==> src/rtl/core/tbcf_pkg.sv <==
// Package of the taxel baseline compressor and framer.
// Holds the sizes, codes and the store request type used by the core, its baseline store and the testbench.
// No dependencies.
`timescale 1ns / 1ps
`default_nettype none

package tbcf_pkg;

    localparam int TRIANGLES = 16;
    localparam int TAXELS    = 12;
    localparam int DEPTH     = TRIANGLES * TAXELS;
    localparam int IDX_W     = $clog2(DEPTH);

    localparam int RAW_W  = 16;
    localparam int ID_W   = 10;
    localparam int BYTE_W = 8;
    localparam int LEN_W  = 4;

    // Configuration register indexes.
    localparam logic CFG_BOARD_ADDRESS = 1'b0;
    localparam logic CFG_TAXEL_MODE    = 1'b1;

    // Taxel mode codes.
    localparam logic [1:0] MODE_TWELVE = 2'd0;
    localparam logic [1:0] MODE_THREE  = 2'd1;
    localparam logic [1:0] MODE_ONE    = 2'd2;

    // Operation codes.
    localparam logic OP_MEASURE   = 1'b0;
    localparam logic OP_CALIBRATE = 1'b1;

    localparam logic [BYTE_W-1:0] HDR_FIRST  = 8'h40;
    localparam logic [BYTE_W-1:0] HDR_SECOND = 8'hC0;
    localparam logic [ID_W-1:0]   ID_BASE    = 10'h300;

    localparam logic [BYTE_W-1:0] BYTE_CENTRE  = 8'd244;
    localparam logic [BYTE_W-1:0] BYTE_MAX     = 8'd255;
    localparam logic [BYTE_W-1:0] BYTE_MIN     = 8'd1;
    localparam logic [13:0]       D_ABOVE_SAT  = 14'd10;
    localparam logic [13:0]       D_BELOW_SAT  = 14'd243;

    // Request from the pipeline to the baseline store.
    typedef struct packed {
        logic             wr_en;
        logic             rd_en;
        logic [IDX_W-1:0] addr;
        logic [RAW_W-1:0] wdata;
    } tbcf_mem_req_t;

endpackage

`default_nettype wire

==> src/rtl/core/tbcf_baseline_mem.sv <==
// Baseline store: one 16-bit baseline per taxel, in a memory with registered read.
// Per-entry valid bits make an entry never calibrated read as zero. Uses tbcf_pkg.
`timescale 1ns / 1ps
`default_nettype none

module tbcf_baseline_mem (
    input  wire logic                  aclk,
    input  wire logic                  aresetn,
    input  wire tbcf_pkg::tbcf_mem_req_t req,
    output logic [tbcf_pkg::RAW_W-1:0] rd_data
);
    import tbcf_pkg::*;

    logic [RAW_W-1:0] mem [DEPTH];
    logic [DEPTH-1:0] written_reg;
    logic [RAW_W-1:0] rd_data_reg;
    logic             rd_hit_reg;

    always_ff @(posedge aclk) begin
        if (req.wr_en) begin
            mem[req.addr] <= req.wdata;
        end
        if (req.rd_en) begin
            rd_data_reg <= mem[req.addr];
        end
    end

    always_ff @(posedge aclk) begin
        if (!aresetn) begin
            written_reg <= '0;
            rd_hit_reg  <= 1'b0;
        end else begin
            if (req.wr_en) begin
                written_reg[req.addr] <= 1'b1;
            end
            if (req.rd_en) begin
                rd_hit_reg <= written_reg[req.addr];
            end
        end
    end

    assign rd_data = rd_hit_reg ? rd_data_reg : '0;

endmodule

`default_nettype wire

==> src/rtl/core/taxel_baseline_compress_framer_core.sv <==
// Top level of the taxel baseline compressor and framer.
// Four-stage pipeline around tbcf_baseline_mem; uses tbcf_pkg.
`timescale 1ns / 1ps
`default_nettype none

// Takes one taxel reading per word and returns framed payload bytes. A calibrate word stores
// its reading as the baseline of its taxel and gives no output; a measure word gives one
// compressed byte, preceded by a header byte when it opens a frame. Words for taxels outside
// the store, and measure words for taxels outside the active mode, are dropped. Words move
// through four register stages (decode, baseline read, compression, output with a one-byte
// holding register), so a new word can be taken in every cycle while the output is not held
// by back-pressure or by a pending value byte behind a header. The store needs no clearing
// pass after reset. Configuration writes are always accepted and must only be made while
// the core is empty.
module taxel_baseline_compress_framer_core (
    input  wire logic        aclk,
    input  wire logic        aresetn,
    // Configuration write channel.
    input  wire logic        cfg_valid,
    output logic             cfg_ready,
    input  wire logic        cfg_index,
    input  wire logic [3:0]  cfg_data,
    // Input stream.
    input  wire logic        s_tvalid,
    output logic             s_tready,
    input  wire logic [23:0] s_tdata,   // triangle[3:0], taxel[7:4], raw_reading[23:8]
    input  wire logic [0:0]  s_tuser,   // operation[0]
    // Result stream.
    output logic             m_tvalid,
    input  wire logic        m_tready,
    output logic [23:0]      m_tdata,   // frame_id[9:0], byte_value[17:10],
                                        // frame_length[21:18], run_last[22], zero[23]
    output logic             m_tlast    // frame_end
);
    import tbcf_pkg::*;

    // Configuration.
    logic [3:0] board_address_reg;
    logic [1:0] taxel_mode_reg;

    assign cfg_ready = 1'b1;

    always_ff @(posedge aclk) begin
        if (!aresetn) begin
            board_address_reg <= 4'd15;
            taxel_mode_reg    <= MODE_TWELVE;
        end else if (cfg_valid) begin
            case (cfg_index)
                CFG_BOARD_ADDRESS: board_address_reg <= cfg_data;
                CFG_TAXEL_MODE:    taxel_mode_reg    <= cfg_data[1:0];
                default:           ;
            endcase
        end
    end

    // Input fields.
    logic             in_op;
    logic [3:0]       in_tri;
    logic [3:0]       in_tax;
    logic [RAW_W-1:0] in_raw;

    assign in_op  = s_tuser[0];
    assign in_tri = s_tdata[3:0];
    assign in_tax = s_tdata[7:4];
    assign in_raw = s_tdata[23:8];

    // Stage 1: decode.
    logic             s1_valid_reg, s1_valid_next;
    logic             s1_cal_reg;
    logic [IDX_W-1:0] s1_idx_reg;
    logic [RAW_W-1:0] s1_raw_reg;
    logic [ID_W-1:0]  s1_id_reg;
    logic             s1_hdr_reg;
    logic             s1_hdr_second_reg;
    logic [LEN_W-1:0] s1_len_reg;
    logic             s1_fend_reg;

    logic [3:0]       active;
    logic             in_keep;
    logic             dec_hdr;
    logic             dec_hdr_second;
    logic [LEN_W-1:0] dec_len;
    logic             dec_fend;

    always_comb begin
        active         = 4'd0;
        dec_hdr        = 1'b0;
        dec_hdr_second = 1'b0;
        dec_len        = 4'd2;
        dec_fend       = 1'b1;
        case (taxel_mode_reg)
            MODE_TWELVE: begin
                active = 4'd12;
                if (in_tax < 4'd7) begin
                    dec_len  = 4'd8;
                    dec_fend = (in_tax == 4'd6);
                    dec_hdr  = (in_tax == 4'd0);
                end else begin
                    dec_len        = 4'd6;
                    dec_fend       = (in_tax == 4'd11);
                    dec_hdr        = (in_tax == 4'd7);
                    dec_hdr_second = 1'b1;
                end
            end
            MODE_THREE: begin
                active   = 4'd3;
                dec_len  = 4'd4;
                dec_fend = (in_tax == 4'd2);
                dec_hdr  = (in_tax == 4'd0);
            end
            MODE_ONE: begin
                active  = 4'd1;
                dec_hdr = 1'b1;
            end
            default: active = 4'd0;
        endcase
        in_keep = (int'(in_tri) < TRIANGLES) && (int'(in_tax) < TAXELS)
                  && ((in_op == OP_CALIBRATE) || (in_tax < active));
    end

    logic s1_go;
    logic s2_ready;
    logic s_acc;

    assign s1_go    = s1_valid_reg && (s1_cal_reg || s2_ready);
    assign s_tready = !s1_valid_reg || s1_go;
    assign s_acc    = s_tvalid && s_tready;

    always_comb begin
        s1_valid_next = s1_valid_reg;
        if (s_tready) begin
            s1_valid_next = s_acc && in_keep;
        end
    end

    always_ff @(posedge aclk) begin
        if (!aresetn) begin
            s1_valid_reg <= 1'b0;
        end else begin
            s1_valid_reg <= s1_valid_next;
        end
    end

    always_ff @(posedge aclk) begin
        if (s_acc) begin
            s1_cal_reg        <= (in_op == OP_CALIBRATE);
            s1_idx_reg        <= IDX_W'(int'(in_tri) * TAXELS + int'(in_tax));
            s1_raw_reg        <= in_raw;
            s1_id_reg         <= ID_BASE | {2'b00, board_address_reg, in_tri};
            s1_hdr_reg        <= dec_hdr;
            s1_hdr_second_reg <= dec_hdr_second;
            s1_len_reg        <= dec_len;
            s1_fend_reg       <= dec_fend;
        end
    end

    // Stage 2: baseline write or read.
    tbcf_mem_req_t    mem_req;
    logic [RAW_W-1:0] base;

    assign mem_req.wr_en = s1_go && s1_cal_reg;
    assign mem_req.rd_en = s1_go && !s1_cal_reg;
    assign mem_req.addr  = s1_idx_reg;
    assign mem_req.wdata = s1_raw_reg;

    tbcf_baseline_mem u_mem (
        .aclk    (aclk),
        .aresetn (aresetn),
        .req     (mem_req),
        .rd_data (base)
    );

    logic             s2_valid_reg;
    logic [RAW_W-1:0] s2_raw_reg;
    logic [ID_W-1:0]  s2_id_reg;
    logic             s2_hdr_reg;
    logic             s2_hdr_second_reg;
    logic [LEN_W-1:0] s2_len_reg;
    logic             s2_fend_reg;
    logic             s3_ready;

    assign s2_ready = !s2_valid_reg || s3_ready;

    always_ff @(posedge aclk) begin
        if (!aresetn) begin
            s2_valid_reg <= 1'b0;
        end else if (s2_ready) begin
            s2_valid_reg <= mem_req.rd_en;
        end
    end

    always_ff @(posedge aclk) begin
        if (mem_req.rd_en) begin
            s2_raw_reg        <= s1_raw_reg;
            s2_id_reg         <= s1_id_reg;
            s2_hdr_reg        <= s1_hdr_reg;
            s2_hdr_second_reg <= s1_hdr_second_reg;
            s2_len_reg        <= s1_len_reg;
            s2_fend_reg       <= s1_fend_reg;
        end
    end

    // Stage 3: compression against the baseline.
    logic [RAW_W:0]    diff_up;
    logic [RAW_W-1:0]  diff_dn;
    logic [13:0]       delta;
    logic              at_or_above;
    logic [BYTE_W-1:0] comp_byte;

    always_comb begin
        diff_up     = {1'b0, base} - {1'b0, s2_raw_reg};
        diff_dn     = s2_raw_reg - base;
        at_or_above = !diff_up[RAW_W];
        delta       = at_or_above ? diff_up[RAW_W-1:2] : diff_dn[RAW_W-1:2];
        if (at_or_above) begin
            comp_byte = (delta >= D_ABOVE_SAT) ? BYTE_MAX : BYTE_CENTRE + delta[7:0];
        end else begin
            comp_byte = (delta >= D_BELOW_SAT) ? BYTE_MIN : BYTE_CENTRE - delta[7:0];
        end
    end

    logic              s3_valid_reg;
    logic [BYTE_W-1:0] s3_byte_reg;
    logic [ID_W-1:0]   s3_id_reg;
    logic              s3_hdr_reg;
    logic              s3_hdr_second_reg;
    logic [LEN_W-1:0]  s3_len_reg;
    logic              s3_fend_reg;
    logic              out_take;
    logic              s2_go;

    assign s3_ready = !s3_valid_reg || out_take;
    assign s2_go    = s2_valid_reg && s3_ready;

    always_ff @(posedge aclk) begin
        if (!aresetn) begin
            s3_valid_reg <= 1'b0;
        end else if (s3_ready) begin
            s3_valid_reg <= s2_valid_reg;
        end
    end

    always_ff @(posedge aclk) begin
        if (s2_go) begin
            s3_byte_reg       <= comp_byte;
            s3_id_reg         <= s2_id_reg;
            s3_hdr_reg        <= s2_hdr_reg;
            s3_hdr_second_reg <= s2_hdr_second_reg;
            s3_len_reg        <= s2_len_reg;
            s3_fend_reg       <= s2_fend_reg;
        end
    end

    // Stage 4: output register. A word that opens a frame shows its header first and
    // parks the value byte in the holding register until the header is taken.
    logic              out_valid_reg;
    logic              pend_valid_reg;
    logic [ID_W-1:0]   out_id_reg;
    logic [BYTE_W-1:0] out_byte_reg;
    logic [LEN_W-1:0]  out_len_reg;
    logic              out_fend_reg;
    logic              out_last_reg;
    logic [BYTE_W-1:0] pend_byte_reg;
    logic              pend_fend_reg;
    logic              out_hs;
    logic              load;

    assign out_hs   = out_valid_reg && m_tready;
    assign out_take = !out_valid_reg || (m_tready && !pend_valid_reg);
    assign load     = s3_valid_reg && out_take;

    always_ff @(posedge aclk) begin
        if (!aresetn) begin
            out_valid_reg  <= 1'b0;
            pend_valid_reg <= 1'b0;
        end else if (load) begin
            out_valid_reg  <= 1'b1;
            pend_valid_reg <= s3_hdr_reg;
        end else if (out_hs) begin
            out_valid_reg  <= pend_valid_reg;
            pend_valid_reg <= 1'b0;
        end
    end

    always_ff @(posedge aclk) begin
        if (load) begin
            out_id_reg    <= s3_id_reg;
            out_len_reg   <= s3_len_reg;
            pend_byte_reg <= s3_byte_reg;
            pend_fend_reg <= s3_fend_reg;
            if (s3_hdr_reg) begin
                out_byte_reg <= s3_hdr_second_reg ? HDR_SECOND : HDR_FIRST;
                out_fend_reg <= 1'b0;
                out_last_reg <= 1'b0;
            end else begin
                out_byte_reg <= s3_byte_reg;
                out_fend_reg <= s3_fend_reg;
                out_last_reg <= 1'b1;
            end
        end else if (out_hs && pend_valid_reg) begin
            out_byte_reg <= pend_byte_reg;
            out_fend_reg <= pend_fend_reg;
            out_last_reg <= 1'b1;
        end
    end

    assign m_tvalid = out_valid_reg;
    assign m_tdata  = {1'b0, out_last_reg, out_len_reg, out_byte_reg, out_id_reg};
    assign m_tlast  = out_fend_reg;

endmodule

`default_nettype wire

==> config.mk <==
export PLATFORM = sky130hd
export DESIGN_NAME = taxel_baseline_compress_framer_core
export DESIGN_NICKNAME = d
export VERILOG_FILES = /design/src/rtl/core/tbcf_pkg.sv /design/src/rtl/core/tbcf_baseline_mem.sv /design/src/rtl/core/taxel_baseline_compress_framer_core.sv
export SDC_FILE = /design/constraint.sdc
export NUM_CORES = 2
export LEC_CHECK = 0
export BUFFER_PORTS_ARGS = -buffer_cell sky130_fd_sc_hd__buf_2
export CORE_AREA = 8 8 508 510
export CTS_BUF_LIST = sky130_fd_sc_hd__clkbuf_4 sky130_fd_sc_hd__clkbuf_8 sky130_fd_sc_hd__clkbuf_16
export CTS_CLUSTER_DIAMETER = 80
export CTS_CLUSTER_SIZE = 8
export DETAILED_ROUTE_END_ITERATION = 10
export DIE_AREA = 0 0 516 518
export PLACE_DENSITY_LB_ADDON = 0.25
export SETUP_SLACK_MARGIN = 0.15
export SYNTH_ARGS = -nofsm -noshare
export SYNTH_HDL_FRONTEND = slang
export SYNTH_SLANG_ARGS = --single-unit
==> constraint.sdc <==
create_clock -name aclk -period 5.8 [get_ports aclk]
set_input_delay 1.16 -clock aclk [delete_from_list [all_inputs] [get_ports aclk]]
set_output_delay 1.16 -clock aclk [all_outputs]
set_load 0.03 [all_outputs]
==> run_results.csv <==
group,metric,value,unit
sta,worstMarginPinSlew,1.42,ns
clock_network,post-cts-setup-buffer-count,0,
setup_path,critical_path_buf_inv_count,1,
drt,route.detailed.drc,0,
floorplanning,start_util,0.526,
setup_path,slowest_delay,0.76,ns
setup_path,worstPathArrival,5.45,ns
power_and_ir_drop,power.density,376,nW/µm²
power_and_ir_drop,power_frac_seq,0.477,
clock_network,clkSinkCount,3413,
sta,rsz0062_at_grt,"no",
floorplanning,dieArea,267000,µm²
layout,nets,6437,
sta,maxSlewViolCount,0,
setup_path,r2r_cells,12,
hold_path,worstHoldEndpoint,"s1_raw_reg[4]",
sta,slew_headroom,0.0537,
sta,finalSetupViolations,0,
power_and_ir_drop,combPwrFrac,0.074,
yosys,syn_inst,5774,
outcome,status,"finished, final reports clean",
floorplanning,rows,184,
power_and_ir_drop,p_leak,49.0,nW
floorplanning,dieHeight,518,µm
yosys,synth_cell_types,70,
power_and_ir_drop,pwr-share-clk,0.449,
setup_path,timing.rr.end,"s3_byte_reg[1]",
power_and_ir_drop,p_switching,12.3,mW
yosys,async_reset_ff_frac,0,
power_and_ir_drop,p_int,45.0,mW
clock_network,ctsHoldBuffers,0,
drt,drt_iter0_drc,8811,
hold_path,hold_path.class,"input port to flip-flop",
setup_path,crit_fanout,20,
setup_path,cp-start-kind,"flip-flop",
clock_network,htreeDepth,5,
yosys,synth.avg_cell_area,22.8,µm²
sta,tns,0,ns
placement,place_hpwl,181,mm
sta,min_period_over_period,0.829,
drt,routed_wl,329,mm
hold_path,worstHoldStart,"s_tdata[12]",
layout,area_growth_syn_to_layout,16.0,%
layout,drive_gt1_frac,0.357,
global_route,antenna_found_initial,13,
drt,drt-vias-per-instance,6.42,
power_and_ir_drop,ir_drop,0.354,mV
floorplanning,die_x,516,µm
sta,final.min_clock_period,4.81,ns
setup_path,cp.required,6.44,ns
floorplanning,num_io_pins,63,
sta,hold_viol,0,
clock_network,root_buffer,"clkbuf_16",
floorplanning,fp.coreArea,250000,µm²
power_and_ir_drop,power,57.3,mW
yosys,syn-cell-area,132000,µm²
global_route,grt_max_degree,194,
drt,avgRoutedWirePerCell,33.0,µm
yosys,yosysWarnings,0,
placement,io_buffers,57,
clock_network,cts-buffers-inserted,476,
layout,largest_register_ff_count,3072,
clock_network,worst_skew_pair.late_latency,1.03,ns
yosys,synth-edff-count,3209,
yosys,synth_seq_cells,3413,
global_route,grt_pass1_wl,470,mm
hold_path,hold_path_depth,1,
clock_network,tritoncts,"built",
global_route,gr-total-overflow,0,
sta,fin_skew,0.0912,ns
clock_network,ctsResizeCount,0,
drt,ant_nets,0,
drt,first_pass_iters,6,
power_and_ir_drop,switching_share,0.214,
setup_path,critPathKind,"flip-flop to flip-flop",
yosys,seq_area_frac_synth,0.764,
global_route,grtUsageTotal,0.243,
setup_path,r2r_start,"u_mem.rd_hit_reg",
setup_path,crit_slowest_cell,"dfxtp_1",
clock_network,clkTransAtPathRegs,0.05,ns
setup_path,path_delay_family,"compound AO/OA/AOI/OAI gates",
yosys,synth_ff_type,"edfxtp_1",
clock_network,cts.path.max_buffers,4,
setup_path,r2r_slack,0.99,ns
drt,vias,64100,
sta,fmax,208,MHz
global_route,grt_pass1_vias,65000,
setup_path,end_kind,"flip-flop",
setup_path,crit_chain,"nand2_1, inv_1, ha_1, a21o_1, a221o_1, o211ai_1, o21ai_1, a31o_2, or4_1, a211o_1, nor3_1, a31oi_1",
job,drv_cap,0,
placement,place.gp.congestion,0.818,
[power groups by stage]
stage	sequential, mW	combinational, mW	clock, mW
floorplan	28.0	2.28	0
global placement	27.8	4.18	0
detailed placement	27.8	4.25	0
CTS	27.3	4.26	26.0
global route	27.3	4.43	27.0
finish	27.3	4.26	25.7
[worst max path at each step]
stage                startpoint          endpoint  slack [ns]  cells past startpoint
3_5_place_dp   u_mem.rd_hit_reg    s3_byte_reg[3]        1.10                     12
5_1_grt        u_mem.rd_hit_reg    s3_byte_reg[1]        0.73                     12
4_1_cts        u_mem.rd_hit_reg    s3_byte_reg[3]        1.07                     12
6_report       u_mem.rd_hit_reg    s3_byte_reg[1]        0.99                     12
3_3_place_gp   u_mem.rd_hit_reg    s3_byte_reg[3]        1.10                     12
2_1_floorplan          m_tready  u_mem.rd_hit_reg        1.22                      5
[Yosys cell counts, types with 6 or more instances]
master | instances | share of area
o211ai_1 | 7 | 0.00040
a21oi_1 | 49 | 0.0019
inv_1 | 48 | 0.0014
a21o_1 | 10 | 0.00057
a31oi_1 | 12 | 0.00057
a211oi_1 | 7 | 0.00040
buf_1 | 75 | 0.0021
nor2_1 | 222 | 0.0063
clkbuf_1 | 182 | 0.0052
nand2b_1 | 11 | 0.00052
nor2b_1 | 24 | 0.0011
a21boi_0 | 10 | 0.00057
nand2_1 | 104 | 0.0030
mux2i_1 | 21 | 0.0016
o21a_1 | 196 | 0.011
dfxtp_1 | 204 | 0.031
o21ai_0 | 51 | 0.0019
xnor2_1 | 22 | 0.0015
mux4_2 | 1059 | 0.18
nor3_1 | 9 | 0.00034
nand4_1 | 10 | 0.00048
edfxtp_1 | 3209 | 0.73
buf_2 | 62 | 0.0024
ha_1 | 44 | 0.0042
buf_4 | 6 | 0.00034
xor2_1 | 8 | 0.00053
nand3_1 | 27 | 0.0010
[through the flow]
| stage | area [µm²] | setup slack, ns | hold slack (ns) | std cells | util |
|---|---|---|---|---|---|
| floorplan | 132000 | 1.22 | 0.400 | 5777 | - |
| global placement | 139000 | 1.10 | 0.401 | 9225 | 0.554 |
| detailed placement | 139000 | 1.10 | 0.405 | 9225 | 0.554 |
| CTS | 153000 | 1.07 | 0.308 | 9960 | 0.610 |
| global route | 153000 | 0.734 | 0.324 | 9964 | 0.610 |
| finish | 153000 | 0.991 | 0.372 | 9974 | 0.610 |
[logic make-up (layout without fill, tap and decap cells)]
| logic type | Yosys count | in the layout | share of synthesized area |
|---|---|---|---|
| buffers and inverters | 374 | 1210 | 0.0115 |
| AO/OA/AOI/OAI | 395 | 395 | 0.0212 |
| adder cells (fa/ha/maj) | 46 | 46 | 0.00449 |
| flip-flops | 3413 | 3413 | 0.764 |
| other | 2 | 18 | 0.0000571 |
| AND/OR/NAND/NOR | 432 | 432 | 0.0142 |
| XOR/XNOR | 30 | 30 | 0.00200 |
| multiplexers | 1082 | 1082 | 0.183 |
[worst register-to-register path: stages, from the launching register on]
cell	delay (ns)
dfxtp_1	0.76
nand2_1	0.20
inv_1	0.13
ha_1	0.40
a21o_1	0.27
a221o_1	0.47
o211ai_1	0.38
o21ai_1	0.36
a31o_2	0.34
or4_1	0.45
a211o_1	0.32
nor3_1	0.29
a31oi_1	0.14
[placed cells by master (no fill, tap or decap), drive strengths merged, types with 44 or more instances in the layout]
master and instances:
dfxtp 204, nor2 222, nand2 104, buf 426, edfxtp 3209, mux4 1059, a21oi 50, o21a 196
ha 44, inv 52, o21ai 52, clkbuf 727
[cell type report]
cell class / instances / area [µm²]
Fill cell: 16900 / 97400
Timing Repair Buffer: 427 / 3780
Antenna cell: 13 / 32.5
Inverter: 48 / 180
Sequential cell: 3413 / 100000
Clock buffer: 726 / 13900
Clock inverter: 9 / 143
Multi-Input combinational cell: 1990 / 29900
Tap cell: 3348 / 4190
[routing by layer]
layer / vias up / routed length, µm / GRT usage
li1: 25600 / - / -
met1: 34600 / 130000 / 0.345
met2: 3354 / 158000 / 0.384
met3: 567 / 29900 / 0.0510
met4: 2 / 11300 / 0.0774
met5: - / 9 / 0
Note: power is estimated with default switching activity, not from simulation.
